## config.mk

```make
export PLATFORM = sky130hd
export DESIGN_NAME = scan_window_obstacle_guard
export DESIGN_NICKNAME = d
export VERILOG_FILES = /design/src/design/swog_pkg.sv /design/src/design/swog_front.sv /design/src/design/swog_queue.sv /design/src/design/swog_back.sv /design/src/design/scan_window_obstacle_guard.sv
export SDC_FILE = /design/constraint.sdc
export NUM_CORES = 1
export LEC_CHECK = 0
export BUFFER_PORTS_ARGS = -buffer_cell sky130_fd_sc_hd__buf_2
export CAP_MARGIN = 20
export CORE_UTILIZATION = 40
export CTS_BUF_LIST = sky130_fd_sc_hd__clkbuf_8
export DETAILED_ROUTE_END_ITERATION = 8
export GPL_TIMING_DRIVEN = 0
export PLACE_DENSITY_LB_ADDON = 0.25
export SETUP_SLACK_MARGIN = 0.15
export SYNTH_ARGS = -nofsm -noshare
export SYNTH_HDL_FRONTEND = slang
export SYNTH_SLANG_ARGS = --single-unit
```

## constraint.sdc

```tcl
create_clock -name clk -period 3.53 [get_ports clk]
set_input_delay 0.706 -clock clk [delete_from_list [all_inputs] [get_ports clk]]
set_output_delay 0.706 -clock clk [all_outputs]
set_load 0.01 [all_outputs]
```

## src/design/swog_pkg.sv

```systemverilog
// Package for the scan window obstacle guard: register indexes, event codes
// and the queue status type. Depends on nothing.
package swog_pkg;

  // Configuration register indexes
  localparam int REG_INDEX_BITS = 3;
  localparam logic [REG_INDEX_BITS-1:0] REG_HIT_THRESHOLD      = 3'd0;
  localparam logic [REG_INDEX_BITS-1:0] REG_CLEAR_THRESHOLD    = 3'd1;
  localparam logic [REG_INDEX_BITS-1:0] REG_HITS_NEEDED        = 3'd2;
  localparam logic [REG_INDEX_BITS-1:0] REG_CLEARS_NEEDED      = 3'd3;
  localparam logic [REG_INDEX_BITS-1:0] REG_WINDOW_FIRST_INDEX = 3'd4;
  localparam logic [REG_INDEX_BITS-1:0] REG_WINDOW_LAST_INDEX  = 3'd5;
  localparam logic [REG_INDEX_BITS-1:0] REG_MIN_VALID_RANGE    = 3'd6;
  localparam logic [REG_INDEX_BITS-1:0] REG_MAX_VALID_RANGE    = 3'd7;

  // Event codes of a result
  localparam int EVENT_BITS = 2;
  localparam logic [EVENT_BITS-1:0] EVT_NONE     = 2'd0;
  localparam logic [EVENT_BITS-1:0] EVT_DETECTED = 2'd1;
  localparam logic [EVENT_BITS-1:0] EVT_CLEARED  = 2'd2;

  // Fill status of the scan summary queue
  typedef struct packed {
    logic full;
    logic empty;
  } queue_status_t;

endpackage

```

## src/design/swog_front.sv

```systemverilog
// Front part: qualifies samples against window and bounds and keeps the
// running minimum of a scan. Depends on nothing outside this file.
module swog_front #(
  parameter int RANGE_BITS = 16,
  parameter int INDEX_BITS = 12
) (
  input  logic                  clk,
  input  logic                  rst,
  input  logic                  accept,
  input  logic [RANGE_BITS-1:0] sample_range,
  input  logic                  sample_finite,
  input  logic                  scan_end,
  input  logic [INDEX_BITS-1:0] window_first_index,
  input  logic [INDEX_BITS-1:0] window_last_index,
  input  logic [RANGE_BITS-1:0] min_valid_range,
  input  logic [RANGE_BITS-1:0] max_valid_range,
  output logic                  push,
  output logic [RANGE_BITS:0]   push_data
);

  logic [INDEX_BITS-1:0] sample_position;
  logic [RANGE_BITS-1:0] running_minimum;
  logic                  any_valid_seen;
  logic                  in_window;
  logic [RANGE_BITS-1:0] minimum_next;
  logic                  any_next;

  // Sample qualification and minimum update
  always_comb begin
    in_window = (sample_position >= window_first_index) &&
                (sample_position <= window_last_index) && sample_finite &&
                (sample_range >= min_valid_range) && (sample_range <= max_valid_range);
    minimum_next = running_minimum;
    if (in_window && (!any_valid_seen || (sample_range < running_minimum))) begin
      minimum_next = sample_range;
    end
    any_next = any_valid_seen | in_window;
  end

  // Scan summary goes to the queue on the last sample
  assign push      = accept & scan_end;
  assign push_data = {any_next, any_next ? minimum_next : {RANGE_BITS{1'b0}}};

  always_ff @(posedge clk) begin
    if (rst) begin
      sample_position <= '0;
      running_minimum <= '1;
      any_valid_seen  <= 1'b0;
    end else if (accept) begin
      if (scan_end) begin
        sample_position <= '0;
        running_minimum <= '1;
        any_valid_seen  <= 1'b0;
      end else begin
        running_minimum <= minimum_next;
        any_valid_seen  <= any_next;
        if (sample_position != {INDEX_BITS{1'b1}}) begin
          sample_position <= sample_position + INDEX_BITS'(1);
        end
      end
    end
  end

endmodule

```

## src/design/swog_queue.sv

```systemverilog
// Two-entry queue of scan summaries between front and back parts.
// Depends on swog_pkg for the status type.
module swog_queue import swog_pkg::*; #(
  parameter int DATA_BITS = 17
) (
  input  logic                 clk,
  input  logic                 rst,
  input  logic                 push,
  input  logic [DATA_BITS-1:0] push_data,
  input  logic                 pop,
  output logic [DATA_BITS-1:0] head_data,
  output queue_status_t        status
);

  logic [DATA_BITS-1:0] entries [2];
  logic                 wr_ptr;
  logic                 rd_ptr;
  logic [1:0]           count;

  assign head_data    = entries[rd_ptr];
  assign status.full  = count[1];
  assign status.empty = (count == 2'd0);

  // Entry storage
  always_ff @(posedge clk) begin
    if (push) begin
      entries[wr_ptr] <= push_data;
    end
  end

  // Pointers and fill count
  always_ff @(posedge clk) begin
    if (rst) begin
      wr_ptr <= 1'b0;
      rd_ptr <= 1'b0;
      count  <= 2'd0;
    end else begin
      if (push) wr_ptr <= ~wr_ptr;
      if (pop)  rd_ptr <= ~rd_ptr;
      case ({push, pop})
        2'b10:   count <= count + 2'd1;
        2'b01:   count <= count - 2'd1;
        default: count <= count;
      endcase
    end
  end

endmodule

```

## src/design/swog_back.sv

```systemverilog
// Back part: hysteresis detector with saturating streaks and the output
// register. Depends on swog_pkg for event codes and queue status.
module swog_back import swog_pkg::*; #(
  parameter int RANGE_BITS  = 16,
  parameter int STREAK_BITS = 8
) (
  input  logic                   clk,
  input  logic                   rst,
  input  logic [RANGE_BITS:0]    head_data,
  input  queue_status_t          q_status,
  output logic                   pop,
  input  logic [RANGE_BITS-1:0]  hit_threshold,
  input  logic [RANGE_BITS-1:0]  clear_threshold,
  input  logic [STREAK_BITS-1:0] hits_needed,
  input  logic [STREAK_BITS-1:0] clears_needed,
  output logic                   out_valid,
  input  logic                   out_ready,
  output logic [RANGE_BITS-1:0]  front_minimum,
  output logic                   minimum_found,
  output logic                   obstacle_present,
  output logic [EVENT_BITS-1:0]  event_code
);

  localparam logic [STREAK_BITS-1:0] StreakMax = {STREAK_BITS{1'b1}};

  logic                   obstacle_flag;
  logic [STREAK_BITS-1:0] hit_streak;
  logic [STREAK_BITS-1:0] clear_streak;
  logic                   flag_next;
  logic [STREAK_BITS-1:0] hit_streak_next;
  logic [STREAK_BITS-1:0] clear_streak_next;
  logic [STREAK_BITS-1:0] hit_bump;
  logic [STREAK_BITS-1:0] clear_bump;
  logic [EVENT_BITS-1:0]  event_next;
  logic                   found;
  logic [RANGE_BITS-1:0]  minimum;

  assign found   = head_data[RANGE_BITS];
  assign minimum = head_data[RANGE_BITS-1:0];
  assign pop     = !q_status.empty && (!out_valid || out_ready);

  // Detector update for the summary at the queue head
  always_comb begin
    hit_bump   = (hit_streak == StreakMax) ? StreakMax : hit_streak + STREAK_BITS'(1);
    clear_bump = (clear_streak == StreakMax) ? StreakMax : clear_streak + STREAK_BITS'(1);
    flag_next         = obstacle_flag;
    hit_streak_next   = hit_streak;
    clear_streak_next = clear_streak;
    event_next        = EVT_NONE;
    if (found) begin
      if (!obstacle_flag) begin
        if (minimum <= hit_threshold) begin
          hit_streak_next = hit_bump;
          if (hit_bump >= hits_needed) begin
            flag_next         = 1'b1;
            clear_streak_next = '0;
            event_next        = EVT_DETECTED;
          end
        end else begin
          hit_streak_next = '0;
        end
      end else begin
        if (minimum >= clear_threshold) begin
          clear_streak_next = clear_bump;
          if (clear_bump >= clears_needed) begin
            flag_next       = 1'b0;
            hit_streak_next = '0;
            event_next      = EVT_CLEARED;
          end
        end else begin
          clear_streak_next = '0;
        end
      end
    end
  end

  // Detector state and output valid
  always_ff @(posedge clk) begin
    if (rst) begin
      obstacle_flag <= 1'b0;
      hit_streak    <= '0;
      clear_streak  <= '0;
      out_valid     <= 1'b0;
    end else begin
      if (pop) begin
        obstacle_flag <= flag_next;
        hit_streak    <= hit_streak_next;
        clear_streak  <= clear_streak_next;
        out_valid     <= 1'b1;
      end else if (out_ready) begin
        out_valid <= 1'b0;
      end
    end
  end

  // Result payload
  always_ff @(posedge clk) begin
    if (pop) begin
      front_minimum    <= minimum;
      minimum_found    <= found;
      obstacle_present <= flag_next;
      event_code       <= event_next;
    end
  end

endmodule

```

## src/design/scan_window_obstacle_guard.sv

```systemverilog
// Scan window obstacle guard: windowed minimum of a range scan with a
// debounced obstacle detector.
//
// Input channel (in_valid/in_ready) takes one range sample per transaction,
// with sample_finite and scan_end flags; samples are indexed by arrival
// order within a scan (index saturates at its maximum).
// Output channel (out_valid/out_ready) gives one result per scan: the
// windowed minimum, whether one was found, the obstacle flag and an event.
// Configuration is a plain write port (cfg_write, cfg_index, cfg_data);
// the user must see that it is written only while the block is idle, as
// the block itself does not enforce this. Throughput: one sample per cycle
// while in_ready is high, set by the combinational compare and minimum
// update in the front part. The summary of a scan enters the queue when its
// last sample is accepted and moves on to the output register once free.
// Reset clears the scan state, detector state, queue and output valid, and
// loads the register defaults. When the receiver stalls, results wait in the
// output register and the two-entry summary queue; in_ready drops only once
// that queue is full.
module scan_window_obstacle_guard import swog_pkg::*; #(
  parameter int RANGE_BITS  = 16,
  parameter int INDEX_BITS  = 12,
  parameter int STREAK_BITS = 8,
  localparam int WideBits   = (RANGE_BITS > INDEX_BITS) ? RANGE_BITS : INDEX_BITS,
  localparam int CfgBits    = (WideBits > STREAK_BITS) ? WideBits : STREAK_BITS
) (
  input  logic                      clk,
  input  logic                      rst,
  input  logic                      cfg_write,
  input  logic [REG_INDEX_BITS-1:0] cfg_index,
  input  logic [CfgBits-1:0]        cfg_data,
  input  logic                      in_valid,
  output logic                      in_ready,
  input  logic [RANGE_BITS-1:0]     sample_range,
  input  logic                      sample_finite,
  input  logic                      scan_end,
  output logic                      out_valid,
  input  logic                      out_ready,
  output logic [RANGE_BITS-1:0]     front_minimum,
  output logic                      minimum_found,
  output logic                      obstacle_present,
  output logic [EVENT_BITS-1:0]     event_code
);

  logic [RANGE_BITS-1:0]  hit_threshold;
  logic [RANGE_BITS-1:0]  clear_threshold;
  logic [STREAK_BITS-1:0] hits_needed;
  logic [STREAK_BITS-1:0] clears_needed;
  logic [INDEX_BITS-1:0]  window_first_index;
  logic [INDEX_BITS-1:0]  window_last_index;
  logic [RANGE_BITS-1:0]  min_valid_range;
  logic [RANGE_BITS-1:0]  max_valid_range;

  logic                   accept;
  logic                   push;
  logic                   pop;
  logic [RANGE_BITS:0]    push_data;
  logic [RANGE_BITS:0]    head_data;
  queue_status_t          q_status;

  // Configuration registers
  always_ff @(posedge clk) begin
    if (rst) begin
      hit_threshold      <= RANGE_BITS'(200);
      clear_threshold    <= RANGE_BITS'(300);
      hits_needed        <= STREAK_BITS'(1);
      clears_needed      <= STREAK_BITS'(1);
      window_first_index <= '0;
      window_last_index  <= '1;
      min_valid_range    <= '0;
      max_valid_range    <= '1;
    end else if (cfg_write) begin
      case (cfg_index)
        REG_HIT_THRESHOLD:      hit_threshold      <= cfg_data[RANGE_BITS-1:0];
        REG_CLEAR_THRESHOLD:    clear_threshold    <= cfg_data[RANGE_BITS-1:0];
        REG_HITS_NEEDED:        hits_needed        <= cfg_data[STREAK_BITS-1:0];
        REG_CLEARS_NEEDED:      clears_needed      <= cfg_data[STREAK_BITS-1:0];
        REG_WINDOW_FIRST_INDEX: window_first_index <= cfg_data[INDEX_BITS-1:0];
        REG_WINDOW_LAST_INDEX:  window_last_index  <= cfg_data[INDEX_BITS-1:0];
        REG_MIN_VALID_RANGE:    min_valid_range    <= cfg_data[RANGE_BITS-1:0];
        REG_MAX_VALID_RANGE:    max_valid_range    <= cfg_data[RANGE_BITS-1:0];
        default: ;
      endcase
    end
  end

  // Input handshake
  assign in_ready = !q_status.full;
  assign accept   = in_valid & in_ready;

  swog_front #(
    .RANGE_BITS(RANGE_BITS),
    .INDEX_BITS(INDEX_BITS)
  ) u_front (
    .clk               (clk),
    .rst               (rst),
    .accept            (accept),
    .sample_range      (sample_range),
    .sample_finite     (sample_finite),
    .scan_end          (scan_end),
    .window_first_index(window_first_index),
    .window_last_index (window_last_index),
    .min_valid_range   (min_valid_range),
    .max_valid_range   (max_valid_range),
    .push              (push),
    .push_data         (push_data)
  );

  swog_queue #(
    .DATA_BITS(RANGE_BITS + 1)
  ) u_queue (
    .clk      (clk),
    .rst      (rst),
    .push     (push),
    .push_data(push_data),
    .pop      (pop),
    .head_data(head_data),
    .status   (q_status)
  );

  swog_back #(
    .RANGE_BITS (RANGE_BITS),
    .STREAK_BITS(STREAK_BITS)
  ) u_back (
    .clk             (clk),
    .rst             (rst),
    .head_data       (head_data),
    .q_status        (q_status),
    .pop             (pop),
    .hit_threshold   (hit_threshold),
    .clear_threshold (clear_threshold),
    .hits_needed     (hits_needed),
    .clears_needed   (clears_needed),
    .out_valid       (out_valid),
    .out_ready       (out_ready),
    .front_minimum   (front_minimum),
    .minimum_found   (minimum_found),
    .obstacle_present(obstacle_present),
    .event_code      (event_code)
  );

endmodule

```

# == After elaboration in Yosys (flattened, before gate mapping) ==
# Memories as Yosys holds them, arrays and structs flattened. A register that Yosys moved wholly into a read port is not among the register bits.
# Cells that the tools add are included.
# word_totals
regBits,175
mem_bits_rw,34
input_bits,42
out_inout_bits,22
word_cells,120
n_memories,1
# memory_table
memory,depth,width,rd,rd_ports_with_merged_regs,wr,line,rtl
u_queue.entries,2,17,1,1,1,swog_queue.sv:15,logic [DATA_BITS-1:0] entries [2];
# classes
add_sub_neg,5
magnitude_cmp,9
eq_ne,14
muxes,34
n_bitwise,5
reduce_logical,30
# op_table
operator,count
8-bit two-way mux,10
16-bit two-way mux,3
16-bit greater-or-equal comparator,2
16-bit <= comparator,2
12-bit two-way mux,2
2-bit AND reduction,9
"8-bit by 1-bit adder with 8-bit output, second input constant",2
"8-bit == test, second input constant",2
8-bit greater-or-equal comparator,2
16-bit < comparator,1
1-bit two-way mux,14
"12-bit by 1-bit adder with 12-bit output, second input constant",1
"3-bit == test, second input constant",4
12-bit greater-or-equal comparator,1
12-bit <= comparator,1
"12-bit inequality test, second input constant",1
2-bit nonzero test,5
2-bit two-way mux,4
4-bit AND reduction,2
"3-bit by 2-bit == test with 1-bit output, second input constant",2
1-bit logical AND,6
1-bit zero test,4
"2-bit inequality test, second input constant",2
2-bit case mux with 2 select lines,1
other kinds (11),14

# == Logic depth before layout (Yosys ltp) ==
# logic_depth
ltp_word,8
ltp_mapped,14
mapped_depth_nobuf,14

# == Hierarchy ==
# A second synthesis with hierarchy kept.
# unflattened
cells_unflattened,1178
area_unflattened_um2,11573.6
# modules_own_cells
module,n_inst,cells_each,area_each_um2,seq_area_each_um2
scan_window_obstacle_guard,1,390,4137.7,2082.0
swog_front,1,404,3169.3,580.6
swog_back,1,309,2840.2,960.9
swog_queue,1,75,1426.4,1121.1

# == Worst setup path after synthesis ==
# No wires, ideal clock.
# synth_path
path_kind,register to register
startpoint,register (tool-made name)
endpoint,register u_back.clear_streak[0]
setup_time_ns,0.061
t_arrival_ns,3.000
setup_slack_ns,0.469
path_stages_with_launch,12
path_buffers,2
period_less_slack_ns,3.061
path_cell_list,dfxtp_1 > buf_2 > buf_1 > mux2_2 > ha_1 > nand4_1 > nor4_1 > o21ai_0 > o211ai_1 > a211oi_1 > a211oi_1 > a22o_1
# synth_lines
element,line,rtl
end signal: assignment,swog_back.sv:88,clear_streak <= clear_streak_next;
end: declaration,swog_back.sv:28,logic [STREAK_BITS-1:0] clear_streak;

==> qor.txt <==
Status: complete, no violations
Final hold violations: 0
Post-synth top area cell: dfxtp_1
Register bit total from synthesis: 210
Hold Crit Endpoint: window_first_index[10]
Placed cell area: 11900 µm²
Die width: 169 µm
Post-route cell area: 12900 µm²
# port buffers: 52
Clock Sinks: 210
Die Y-Extent: 169 µm
Drt pass-1 iters: 5
Req. time, crit path: 3960 ps
Clock buffer count from CTS: 39
Core area: 27200 µm²
Class of the worst hold path: register to register
WS Path Type: register to register
Gpl congestion: 0.830
Worst path cell trace: buf_4 > buf_8 > mux2_2 > ha_1 > a21o_1 > a21o_1 > a221oi_2 > o211ai_1 > buf_4 > a211oi_4 > a211oi_4 > buf_4 > a22o_1
Crit path top cell by count: buf_4
CTS root buf: clkbuf_8
Mapped Cells: 1246
Avg Synthesized Cell Area: 8.97 µm²
Sequential fraction of the synthesis area: 42.4%
Worst slew pin tran: 919 ps
Hold Startpoint: window_first_index[10]
Total grt overflow: 0
Synth warnings: 0
Drt wl/cell: 17.1 µm
CTS tree: yes
GRT Total Usage: 21.5%
H-tree depth: 2
Hold Path Depth: 2
Fillers: 2709
Vias in the first global route: 8823
Fmax: 310 MHz
CTS Hold Bufs: 0
Worst Skew: 31.8 ps
Post-synth top area share: 27.9%
Antenna-violating nets left: 0
Pre-CTS setup slack: -646 ps
Post-DP HPWL: 22000 µm
Setup TNS Final: 0 ps
Die area: 28600 µm²
Reg2reg end: u_back.clear_streak[0]
P&R area growth vs syn: 15.1%
Reg2Reg Setup Slack: 300 ps
Starting DRT DRC Count: 547
Clock-pin slew on the worst setup and hold paths: 60 ps
Starting density of the core: 41.1%
Async SR Flop Fraction: 0%
Worst path max stage delay: 380 ps
Top cells by area, synth: dfxtp_1, edfxtp_1, ha_1
Share of layout cells above drive strength 1: 12.6%
Pwr Density: 518 nW/µm²
Critical path arrival: 3660 ps
Post-synth EDFFs: 54
Top FF cell, synth: dfxtp_1
Crit share post-route: 91.5%
Finish-stage setup viols: 0
Rows: 60
Final WS setup: 299 ps
Via count: 9162
VDD IR max: 0.219 mV
Mapped Area: 11200 µm²
Netlist cell types: 68
First-pass GRT wire length: 47500 µm
Final nets: 1512
Max-Cap Viols: 0
RSZ-0062 raised after global routing: false
Startpoint types: register
Top delay family on crit path: compound AO/OA/AOI/OAI gates
Max clock buf depth: 3
Min cycle time layout: 3230 ps
Hold Slack: 454 ps
Largest net degree at the start of global routing: 18
Critical path buffers and inverters: 4
Drt drc: 0
Net Count, Synth: 1411
Crit-path slowest cell: mux2_2
Initial antenna violation count: 1
Crit. End Element: register
Slew headroom: 38.7%
CP max FO: 10
Wirelength, routed: 30000 µm
Slew Limit Fails: 0
Clk_lat worst skew: 540 ps
Pleak: 0.00554 µW
R2R depth: 13
Fin util: 47.4%
Number of vias per cell: 5.24
I/O Pins: 64
## registers in the layout, summed over array words and instances (netlist names), 2 cells and up, named ones only
name,cells
clear_threshold,16
clears_needed,8
hit_threshold,16
hits_needed,8
max_valid_range,16
min_valid_range,16
u_back.clear_streak,8
u_back.event_code,2
u_back.front_minimum,16
u_back.hit_streak,8
u_front.running_minimum,16
u_front.sample_position,12
u_queue.count,2
u_queue.entries,34
window_first_index,12
window_last_index,12
## synthesized netlist by cell type (all sizes together), types with 17 or more instances
cell type	count
nor2	87
edfxtp	54
nand4	22
ha	123
nand3	21
mux2i	18
nand2	213
o21ai	27
a211o	21
clkbuf	42
a32o	22
dfxtp	156
a21oi	117
inv	125
a21o	17
nand3b	18
## stage by stage
stage / power (µW) / instances
after global routing: 7030 / 1749
final: 6670 / 1750
after detailed placement: 4360 / 1672
after CTS: 6690 / 1744
after floorplan: 3800 / 1246
after global placement: 4280 / 1670
## power breakdown
group	total [µW]	leakage, µW	switching [µW]	internal (µW)
clock network	2270	0.000420	1030	1240
registers	2840	0.00178	81.7	2760
logic	1550	0.00334	954	600
## per-layer routing
| metal | share of wire (%) | wire length [µm] | GRT usage [%] | up-vias |
|---|---|---|---|---|
| li1 | - | - | - | 4539 |
| met1 | 46 | 13800 | 28.7 | 4359 |
| met2 | 46 | 13900 | 35.2 | 211 |
| met3 | 5.2 | 1560 | 3.43 | 53 |
| met4 | 2.6 | 771 | 7.36 | 0 |
| met5 | 0 | 0 | 0 | - |
## worst max path at each step
stage,from,to,slack (ps),cells after the start
2_1_floorplan,register,u_back.clear_streak[0],470,11
6_report,register,u_back.clear_streak[0],300,13
3_3_place_gp,register,u_back.clear_streak[1],-690,11
4_1_cts,register,u_back.clear_streak[1],160,12
3_5_place_dp,register,u_back.clear_streak[3],-650,11
5_1_grt,u_back.hit_streak[1],u_back.clear_streak[4],130,12
## kinds of logic after synthesis
family	after synthesis	synth area share, %
mux	34	3.22
simple gates	429	17.6
fa+ha+maj	123	13.8
compound gates	256	15.4
xor+xnor	15	1.18
buf+inv	179	6.39
flops	210	42.4
## timing repair
action,CTS,global route
buffers inserted,2,4
gates resized for setup,12,15
pin swaps,3,7
setup endpoints to repair,26,39
## worst register-to-register path, delay by kind of cell, from the launching register on
kind                     cells  cell delay (ps)
AO/OA/AOI/OAI                7             1400
flip-flops                   1              300
buffers and inverters        4              740
multiplexers                 1              380
adder cells (fa/ha/maj)      1              310
## placed cells by master (no fill, tap or decap), drive strengths merged, types with 17 or more instances in the layout
cell	instances
inv	133
nor2	87
clkbuf	87
buf	72
edfxtp	54
dfxtp	156
nand4	22
a32o	22
nand2	213
nand3b	18
nand3	21
ha	123
o21ai	27
a21oi	117
mux2i	18
a211o	21
a21o	17
## final cells by class
type	instances	area [µm²]	share of cell area [%]
clock inverters	25	133	1.03
inverters	125	469	3.65
multi-input cells	857	5840	45.4
plain buffers	54	259	2.01
repair buffers	60	338	2.62
diodes	2	5.00	0.0389
clock buffers	45	619	4.81
flip-flops and latches	210	4740	36.9
well taps	372	465	3.62
No activity file was read; power rests on OpenSTA's default activity.
